--- config.mk ---
export PLATFORM = sky130hd
export DESIGN_NAME = lifo_stack_with_search_unit
export DESIGN_NICKNAME = d
export VERILOG_FILES = /design/src/sv/lss_pkg.sv /design/src/sv/lss_front.sv /design/src/sv/lss_back.sv /design/src/sv/lss_resq.sv /design/src/sv/lifo_stack_with_search_unit.sv
export SDC_FILE = /design/constraint.sdc
export NUM_CORES = 1
export LEC_CHECK = 0
export BUFFER_PORTS_ARGS = -buffer_cell sky130_fd_sc_hd__buf_2
export CAP_MARGIN = 0
export CORE_UTILIZATION = 35
export CTS_CLUSTER_SIZE = 24
export DETAILED_ROUTE_END_ITERATION = 10
export REMOVE_ABC_BUFFERS = 1
export SLEW_MARGIN = 5
export SYNTH_ARGS = -nofsm -noshare
export SYNTH_HDL_FRONTEND = slang
export SYNTH_SLANG_ARGS = --single-unit
--- constraint.sdc ---
create_clock -name clk -period 10.7 [get_ports clk]
set_input_delay 1.07 -clock clk [delete_from_list [all_inputs] [get_ports clk]]
set_output_delay 1.07 -clock clk [all_outputs]
set_load 0.02 [all_outputs]
--- src/sv/lss_pkg.sv ---
// ---------------------------------------------------------------------------
// lss_pkg
// Shared types, codes and sizes for the LIFO stack with search unit.
// ---------------------------------------------------------------------------
package lss_pkg;

    // Stack depth and the cap on found results per search
    localparam int DEPTH       = 16;
    localparam int MAX_RESULTS = 16;
    localparam int ADDR_W      = (DEPTH > 1) ? $clog2(DEPTH) : 1;
    localparam int CNT_W       = $clog2(DEPTH + 1);
    localparam int MCNT_W      = $clog2(MAX_RESULTS + 1);

    // Operation codes on the input op field
    localparam logic [1:0] OP_PUSH   = 2'd0;
    localparam logic [1:0] OP_POP    = 2'd1;
    localparam logic [1:0] OP_SEARCH = 2'd2;

    // Result status codes
    localparam logic [2:0] STAT_PUSHED   = 3'd0;
    localparam logic [2:0] STAT_FULL     = 3'd1;
    localparam logic [2:0] STAT_POPPED   = 3'd2;
    localparam logic [2:0] STAT_EMPTY    = 3'd3;
    localparam logic [2:0] STAT_FOUND    = 3'd4;
    localparam logic [2:0] STAT_NOTFOUND = 3'd5;

    typedef struct packed {
        logic [1:0]         op;
        logic signed [31:0] operand_value;
    } in_item_t;

    typedef struct packed {
        logic [2:0]         status;
        logic signed [31:0] item_value;
        logic [4:0]         position;
        logic               last;
    } out_item_t;

    // Classified command handed from front to back
    typedef enum logic [1:0] {
        CMD_PUSH,
        CMD_POP,
        CMD_SEARCH
    } cmd_kind_t;

    typedef struct packed {
        cmd_kind_t          kind;
        logic signed [31:0] value;
    } cmd_t;

    typedef enum logic [1:0] {
        ST_IDLE,
        ST_POP,
        ST_SCAN,
        ST_FINISH
    } back_state_t;

    // 1-based position from the top for scan index idx, masked to 5 bits
    function automatic logic [4:0] pos_of(input logic [ADDR_W-1:0] idx);
        int p;
        p = int'(idx) + 1;
        return p[4:0];
    endfunction

endpackage

--- src/sv/lss_front.sv ---
// ---------------------------------------------------------------------------
// lss_front
// Accepts input items, classifies the op code and queues commands for the
// back end in a two-entry queue. Items with an unused op code are dropped.
// ---------------------------------------------------------------------------
module lss_front
    import lss_pkg::*;
(
    input  logic     clk,
    input  logic     rst_n,
    input  logic     push,
    output logic     full,
    input  in_item_t item,
    output logic     cmd_valid,
    output cmd_t     cmd,
    input  logic     cmd_take
);

    cmd_t       slot_reg [2];
    logic       wr_ptr_reg, wr_ptr_next;
    logic       rd_ptr_reg, rd_ptr_next;
    logic [1:0] count_reg, count_next;
    logic       accept;
    logic       keep;
    cmd_t       cmd_new;

    assign full      = (count_reg == 2'd2);
    assign cmd_valid = (count_reg != 2'd0);
    assign cmd       = slot_reg[rd_ptr_reg];
    assign accept    = push && !full;

    // Classify the op code; drop the unused one
    always_comb
    begin
        cmd_new.value = item.operand_value;
        cmd_new.kind  = CMD_PUSH;
        keep          = 1'b1;
        unique case (item.op)
            OP_PUSH:   cmd_new.kind = CMD_PUSH;
            OP_POP:    cmd_new.kind = CMD_POP;
            OP_SEARCH: cmd_new.kind = CMD_SEARCH;
            default:   keep = 1'b0;
        endcase
    end

    // Advance pointers and count
    always_comb
    begin
        wr_ptr_next = wr_ptr_reg;
        rd_ptr_next = rd_ptr_reg;
        count_next  = count_reg;
        if (accept && keep)
        begin
            wr_ptr_next = ~wr_ptr_reg;
        end
        if (cmd_take)
        begin
            rd_ptr_next = ~rd_ptr_reg;
        end
        count_next = count_reg + {1'b0, accept && keep} - {1'b0, cmd_take};
    end

    always_ff @(posedge clk or negedge rst_n)
    begin
        if (!rst_n)
        begin
            wr_ptr_reg <= 1'b0;
            rd_ptr_reg <= 1'b0;
            count_reg  <= 2'd0;
        end
        else
        begin
            wr_ptr_reg <= wr_ptr_next;
            rd_ptr_reg <= rd_ptr_next;
            count_reg  <= count_next;
        end
    end

    // Hold queued commands
    always_ff @(posedge clk)
    begin
        if (accept && keep)
        begin
            slot_reg[wr_ptr_reg] <= cmd_new;
        end
    end

endmodule

--- src/sv/lss_back.sv ---
// ---------------------------------------------------------------------------
// lss_back
// Executes queued commands against the stack memory. Search scans one entry
// a cycle from the top, pausing while a match waits for room to send the held
// one, and holds back one match so the final one can carry the last flag.
// ---------------------------------------------------------------------------
module lss_back
    import lss_pkg::*;
(
    input  logic      clk,
    input  logic      rst_n,
    input  logic      cmd_valid,
    input  cmd_t      cmd,
    output logic      cmd_take,
    input  logic      res_room,
    output logic      res_wr,
    output out_item_t res_data
);

    logic signed [31:0] mem [DEPTH];
    logic signed [31:0] rd_data_reg;
    logic [ADDR_W-1:0]  rd_addr;
    logic               mem_we;

    back_state_t        state_reg, state_next;
    logic [CNT_W-1:0]   fill_reg, fill_next;
    logic [ADDR_W-1:0]  idx_reg, idx_next;
    logic signed [31:0] key_reg, key_next;
    logic               pend_valid_reg, pend_valid_next;
    logic [4:0]         pend_pos_reg, pend_pos_next;
    logic [MCNT_W-1:0]  mcnt_reg, mcnt_next;

    logic [CNT_W-1:0]   top_idx;
    logic [CNT_W-1:0]   cur_addr_w;
    logic [CNT_W-1:0]   nxt_addr_w;
    logic               match;
    logic               last_entry;

    assign top_idx    = fill_reg - CNT_W'(1);
    assign cur_addr_w = top_idx - CNT_W'(idx_reg);
    assign nxt_addr_w = cur_addr_w - CNT_W'(1);
    assign match      = (rd_data_reg == key_reg);
    assign last_entry = (CNT_W'(idx_reg) == top_idx);

    // Next state, memory control and result generation
    always_comb
    begin
        state_next      = state_reg;
        fill_next       = fill_reg;
        idx_next        = idx_reg;
        key_next        = key_reg;
        pend_valid_next = pend_valid_reg;
        pend_pos_next   = pend_pos_reg;
        mcnt_next       = mcnt_reg;
        cmd_take        = 1'b0;
        mem_we          = 1'b0;
        res_wr          = 1'b0;
        res_data        = '0;
        res_data.last   = 1'b1;
        rd_addr         = top_idx[ADDR_W-1:0];

        unique case (state_reg)
            ST_IDLE:
            begin
                if (cmd_valid && res_room)
                begin
                    cmd_take = 1'b1;
                    unique case (cmd.kind)
                        CMD_PUSH:
                        begin
                            res_wr = 1'b1;
                            if (fill_reg == CNT_W'(DEPTH))
                            begin
                                res_data.status = STAT_FULL;
                            end
                            else
                            begin
                                mem_we          = 1'b1;
                                fill_next       = fill_reg + CNT_W'(1);
                                res_data.status = STAT_PUSHED;
                            end
                        end
                        CMD_POP:
                        begin
                            if (fill_reg == '0)
                            begin
                                res_wr          = 1'b1;
                                res_data.status = STAT_EMPTY;
                            end
                            else
                            begin
                                fill_next  = top_idx;
                                state_next = ST_POP;
                            end
                        end
                        CMD_SEARCH:
                        begin
                            if (fill_reg == '0)
                            begin
                                res_wr          = 1'b1;
                                res_data.status = STAT_EMPTY;
                            end
                            else
                            begin
                                key_next        = cmd.value;
                                idx_next        = '0;
                                pend_valid_next = 1'b0;
                                mcnt_next       = '0;
                                state_next      = ST_SCAN;
                            end
                        end
                        default:
                        begin
                            cmd_take = 1'b1;
                        end
                    endcase
                end
            end

            ST_POP:
            begin
                // fill has already dropped to the popped entry's index
                rd_addr = fill_reg[ADDR_W-1:0];
                if (res_room)
                begin
                    res_wr              = 1'b1;
                    res_data.status     = STAT_POPPED;
                    res_data.item_value = rd_data_reg;
                    state_next          = ST_IDLE;
                end
            end

            ST_SCAN:
            begin
                if (match && pend_valid_reg && !res_room)
                begin
                    // Hold the current entry until the result queue drains
                    rd_addr = cur_addr_w[ADDR_W-1:0];
                end
                else
                begin
                    rd_addr = nxt_addr_w[ADDR_W-1:0];
                    if (match)
                    begin
                        if (pend_valid_reg)
                        begin
                            res_wr            = 1'b1;
                            res_data.status   = STAT_FOUND;
                            res_data.position = pend_pos_reg;
                            res_data.last     = 1'b0;
                        end
                        pend_valid_next = 1'b1;
                        pend_pos_next   = pos_of(idx_reg);
                        mcnt_next       = mcnt_reg + MCNT_W'(1);
                    end
                    if (last_entry || (match && mcnt_reg == MCNT_W'(MAX_RESULTS - 1)))
                    begin
                        state_next = ST_FINISH;
                    end
                    else
                    begin
                        idx_next = idx_reg + ADDR_W'(1);
                    end
                end
            end

            ST_FINISH:
            begin
                if (res_room)
                begin
                    res_wr = 1'b1;
                    if (pend_valid_reg)
                    begin
                        res_data.status   = STAT_FOUND;
                        res_data.position = pend_pos_reg;
                    end
                    else
                    begin
                        res_data.status = STAT_NOTFOUND;
                    end
                    state_next = ST_IDLE;
                end
            end

            default:
            begin
                state_next = ST_IDLE;
            end
        endcase
    end

    // State registers
    always_ff @(posedge clk or negedge rst_n)
    begin
        if (!rst_n)
        begin
            state_reg      <= ST_IDLE;
            fill_reg       <= '0;
            idx_reg        <= '0;
            pend_valid_reg <= 1'b0;
            mcnt_reg       <= '0;
        end
        else
        begin
            state_reg      <= state_next;
            fill_reg       <= fill_next;
            idx_reg        <= idx_next;
            pend_valid_reg <= pend_valid_next;
            mcnt_reg       <= mcnt_next;
        end
    end

    // Payload registers
    always_ff @(posedge clk)
    begin
        key_reg      <= key_next;
        pend_pos_reg <= pend_pos_next;
    end

    // Stack memory: one write port, one registered read port
    always_ff @(posedge clk)
    begin
        if (mem_we)
        begin
            mem[fill_reg[ADDR_W-1:0]] <= cmd.value;
        end
        rd_data_reg <= mem[rd_addr];
    end

endmodule

--- src/sv/lss_resq.sv ---
// ---------------------------------------------------------------------------
// lss_resq
// Two-entry result queue between the back end and the result ports.
// ---------------------------------------------------------------------------
module lss_resq
    import lss_pkg::*;
(
    input  logic      clk,
    input  logic      rst_n,
    input  logic      wr,
    input  out_item_t wr_data,
    output logic      room,
    output logic      empty,
    input  logic      pop,
    output out_item_t result
);

    out_item_t  slot_reg [2];
    logic       wr_ptr_reg;
    logic       rd_ptr_reg;
    logic [1:0] count_reg, count_next;
    logic       rd;

    assign room   = (count_reg != 2'd2);
    assign empty  = (count_reg == 2'd0);
    assign result = slot_reg[rd_ptr_reg];
    assign rd     = pop && !empty;

    // Track occupancy
    always_comb
    begin
        count_next = count_reg + {1'b0, wr} - {1'b0, rd};
    end

    always_ff @(posedge clk or negedge rst_n)
    begin
        if (!rst_n)
        begin
            wr_ptr_reg <= 1'b0;
            rd_ptr_reg <= 1'b0;
            count_reg  <= 2'd0;
        end
        else
        begin
            if (wr)
            begin
                wr_ptr_reg <= ~wr_ptr_reg;
            end
            if (rd)
            begin
                rd_ptr_reg <= ~rd_ptr_reg;
            end
            count_reg <= count_next;
        end
    end

    // Hold queued results
    always_ff @(posedge clk)
    begin
        if (wr)
        begin
            slot_reg[wr_ptr_reg] <= wr_data;
        end
    end

endmodule

--- src/sv/lifo_stack_with_search_unit.sv ---
// Push runs in the back end straight from idle; pop takes an extra state
// for the registered memory read. Commands and results pass through queues.
// Search: one stored entry compared per cycle from the top, pausing while
// a held match waits for room in the result queue; the single read port of
// the stack memory sets that rate. Reset clears the fill count, queues and
// control state at once; stack contents are left as they are.
// ---------------------------------------------------------------------------
// lifo_stack_with_search_unit
// Bounded LIFO stack of signed 32-bit words with push, pop and key search.
// ---------------------------------------------------------------------------
module lifo_stack_with_search_unit
    import lss_pkg::*;
(
    input  logic      clk,
    input  logic      rst_n,
    input  logic      push,
    output logic      full,
    input  in_item_t  item,
    output logic      empty,
    input  logic      pop,
    output out_item_t result
);

    logic      cmd_valid;
    cmd_t      cmd;
    logic      cmd_take;
    logic      res_room;
    logic      res_wr;
    out_item_t res_data;

    // Accept and classify
    lss_front u_front (
        .clk       (clk),
        .rst_n     (rst_n),
        .push      (push),
        .full      (full),
        .item      (item),
        .cmd_valid (cmd_valid),
        .cmd       (cmd),
        .cmd_take  (cmd_take)
    );

    // Execute against the stack
    lss_back u_back (
        .clk       (clk),
        .rst_n     (rst_n),
        .cmd_valid (cmd_valid),
        .cmd       (cmd),
        .cmd_take  (cmd_take),
        .res_room  (res_room),
        .res_wr    (res_wr),
        .res_data  (res_data)
    );

    // Queue results for transfer
    lss_resq u_resq (
        .clk     (clk),
        .rst_n   (rst_n),
        .wr      (res_wr),
        .wr_data (res_data),
        .room    (res_room),
        .empty   (empty),
        .pop     (pop),
        .result  (result)
    );

    // The back end never writes a result without room for it
    assert property (@(posedge clk) disable iff (!rst_n) res_wr |-> res_room)
        else $error("result written into a full result queue");

    // A command is only taken when one is queued
    assert property (@(posedge clk) disable iff (!rst_n) cmd_take |-> cmd_valid)
        else $error("command taken from an empty command queue");

    // A found result always carries a non-zero position
    assert property (@(posedge clk) disable iff (!rst_n)
        (!empty && result.status == STAT_FOUND) |-> (result.position != 5'd0))
        else $error("found result with zero position");

endmodule

==> run metrics <==
Reg power frac=36.8%; # fillers=7486; Setup crit start=u_back.fill_reg[0]; Detailed Route Iter0 Violations=1158; post-synth cell types=56; Worst-Margin Slew=1.265 ns; Initial Util=35.33%; sequential element share of the synthesized area=75.39%; Synth Area in Adders=1.127%; simple-gate share of the synthesized area=3.776%; Global Route Usage Sum=16.13%; max-slew violation count=0; CTS buffer count=79; Critical Path RT=11.18 ns; register area=0.02226 mm²; worst path bufs/invs=2; RSZ-0062 raised after global routing=false; commonest non-fill, non-tap cell in the layout=edfxtp_1; n_diodes=0; Fin. Hold Viols=0; total gr overflow=0; outcome=finished clean; Cell Chain, Critical Path=inv_1 > ha_1 > xor2_1 > ha_1 > xor2_1 > nor2_1 > nor4b_1 > o32a_1 > or4_1 > buf_4 > o22ai_1 > or4_1; Critical Path Sink=u_back.rd_data_reg[27]; cell family with most CP delay=simple AND/OR/NAND/NOR gates; final WL=69680 µm; most frequent cells in the layout=edfxtp_1, mux2i_1, o22ai_1, clkbuf_16, buf_2; Routed Antenna Nets=0; Clock Skew=0.02215 ns; worst r2r src=u_back.fill_reg[0]; Fmax=0.1992 GHz; CP Launch Type=register; first-pass GRT wire length=101200 µm; final layout net count=1834; Max VDD drop=0.4034 mV; post-synthesis register bit count=756; CP Depth=12; Critical Path End Type=register; Clock Tree Buf Depth=3; Clk pwr share=24.4%; Die ar.=0.08551 mm²; Leak Pwr=11.66 nW; Avg Synthesized Cell Area=17.84 µm²; RePlAce Congestion=0.7823; Worst-path clk slew=0.06 ns; max reg flops=512; final worst path period share=46.92%; final setup fails=0; Max-slew headroom=15.69%; Internal=0.007106 W; # rows=106; initial antenna violation count=1; Netlist Area Pre-Place=0.02952 mm²; r2r worst-path depth=12; capturing point of the worst reg2reg path=u_back.rd_data_reg[27]; main combinational cell family by area after synthesis=multiplexers; later-pin clock latency in the skew report=0.62 ns; Min Hold Slack=0.4757 ns; Area Overhead vs Synth=14.62%; Multi-input gate area=0.006889 mm²; DR vias=15260; DRC Markers=0; IO Count=81; asr flop ratio synth=3.307%; NetSw=0.003952 W; H-tree levels=3; synth warn=0; Compound-Gate Fraction of Synth Area=4.349%; setup tns final=0 ns; fin crit period=5.020 ns; Synth Flop Type=edfxtp_1; total core area=0.08356 mm²; Max stage delay on crit path=0.78 ns; Min-Delay Path Class=input pin to asynchronous set/reset pin; MaxCap Viol Count=0; TritonCTS clock tree=yes; PwrDens=326.8 mW/mm²; post-synthesis mux area share=11.82%; Port-buffer cells=80; worst endpoint data arrival time=5.50 ns; Crit-path slowest cell=or4_1; FF-to-FF setup slack=5.68 ns; Final HPWL DP=37930 µm; Die Y-Extent=292.4 µm; largest net degree at the start of global routing=141; vias in the first global route=15390; CP max FO=17; drt wl/cell=23.91 µm; Combinational Power Share=38.8%; CTS sink cnt=756; share of layout cells above drive strength 1=18.76%; hold_buf cts=0; DR pass1 iterations=5; Post-synth EDFFs=699; CTS-repair resized insts=0; post-synthesis xor/xnor area fraction=1.602%; CTS root buf=clkbuf_16; crit path kind=register to register; Die W=292.4 µm; postcts setup bufs=0; Syn Inst Count=1655; drt via density=5.235; switch share=35.74%
## power groups by stage
stage | Combinational [W] | Sequential [W] | Clock (W)
floorplan | 0.00296 | 0.00410 | 0
global placement | 0.00422 | 0.00412 | 0
detailed placement | 0.00431 | 0.00413 | 0
CTS | 0.00433 | 0.00407 | 0.00275
global route | 0.00460 | 0.00410 | 0.00286
finish | 0.00430 | 0.00407 | 0.00270
## how the worst min path moves through the flow
stage | slack [ns] | from | to
2_1_floorplan | 0.45 | u_back.mcnt_reg[4] | u_back.mcnt_reg[4]
3_3_place_gp | 0.46 | u_back.mcnt_reg[4] | u_back.mcnt_reg[4]
3_5_place_dp | 0.48 | u_back.mcnt_reg[4] | u_back.mcnt_reg[4]
4_1_cts | 0.47 | rst_n | u_back.state_reg[0]
5_1_grt | 0.49 | rst_n | u_back.mcnt_reg[0]
6_report | 0.48 | rst_n | u_back.mcnt_reg[0]
## metal layers
| metal | vias up | part of all wire (%) | GRT usage, % |
|---|---|---|---|
| li1 | 6822 | - | - |
| met1 | 7837 | 44 | 21.94 |
| met2 | 482 | 47 | 26.13 |
| met3 | 115 | 6.1 | 2.990 |
| met4 | 0 | 2.7 | 5.070 |
| met5 | - | 0 | 0 |
## metrics by stage
step / utilization (%) / instances / setup slack (ns) / power, W / cell area, µm²
final: 40.50 / 2914 / 5.680 / 0.01106 / 33840
after global routing: 40.50 / 2914 / 5.422 / 0.01156 / 33840
after CTS: 40.50 / 2914 / 5.737 / 0.01115 / 33840
after detailed placement: 37.44 / 2769 / 5.751 / 0.008437 / 31280
after global placement: 37.44 / 2769 / 5.932 / 0.008338 / 31280
after floorplan: - / 1572 / 0.7494 / 0.007057 / 29040
## cell usage after synthesis (all sizes together) (2+ instances only)
library cell | n | share of area [%]
a21oi | 10 | 0.17
a22o | 4 | 0.12
a31oi | 4 | 0.085
and2 | 7 | 0.15
and3 | 38 | 0.81
buf | 39 | 1.1
clkbuf | 44 | 0.56
dfrtp | 25 | 2.1
dfxtp | 32 | 2.2
edfxtp | 699 | 71
ha | 25 | 1.1
inv | 24 | 0.31
mux2 | 74 | 2.8
mux2i | 265 | 9.0
nand2 | 28 | 0.36
nand2b | 4 | 0.085
nand3 | 8 | 0.14
nand3b | 2 | 0.051
nand4 | 2 | 0.085
nor2 | 35 | 0.45
nor2b | 6 | 0.13
nor3 | 9 | 0.17
nor4 | 10 | 0.38
o2111ai | 2 | 0.059
o211ai | 3 | 0.076
o21ai | 12 | 0.20
o21bai | 2 | 0.051
o22ai | 96 | 2.0
o31a | 3 | 0.089
o31ai | 5 | 0.13
o32ai | 34 | 1.0
or2 | 2 | 0.042
or4 | 36 | 0.92
xnor2 | 11 | 0.33
xor2 | 43 | 1.3
## layout make-up
class	instances	share of cell area, %
clock inverters	43	1.276
clock buffers	102	6.282
repair buffers	117	2.041
inverters	24	0.2662
flip-flops and latches	756	65.78
multi-input cells	792	20.36
well taps	1080	3.993
## cells by family after synthesis
logic type	Yosys count
AND/OR/NAND/NOR	188
AO/OA/AOI/OAI	185
adder cells (fa/ha/maj)	26
XOR/XNOR	54
flip-flops	756
multiplexers	339
buffers and inverters	107
No activity file was read; power rests on OpenSTA's default activity.
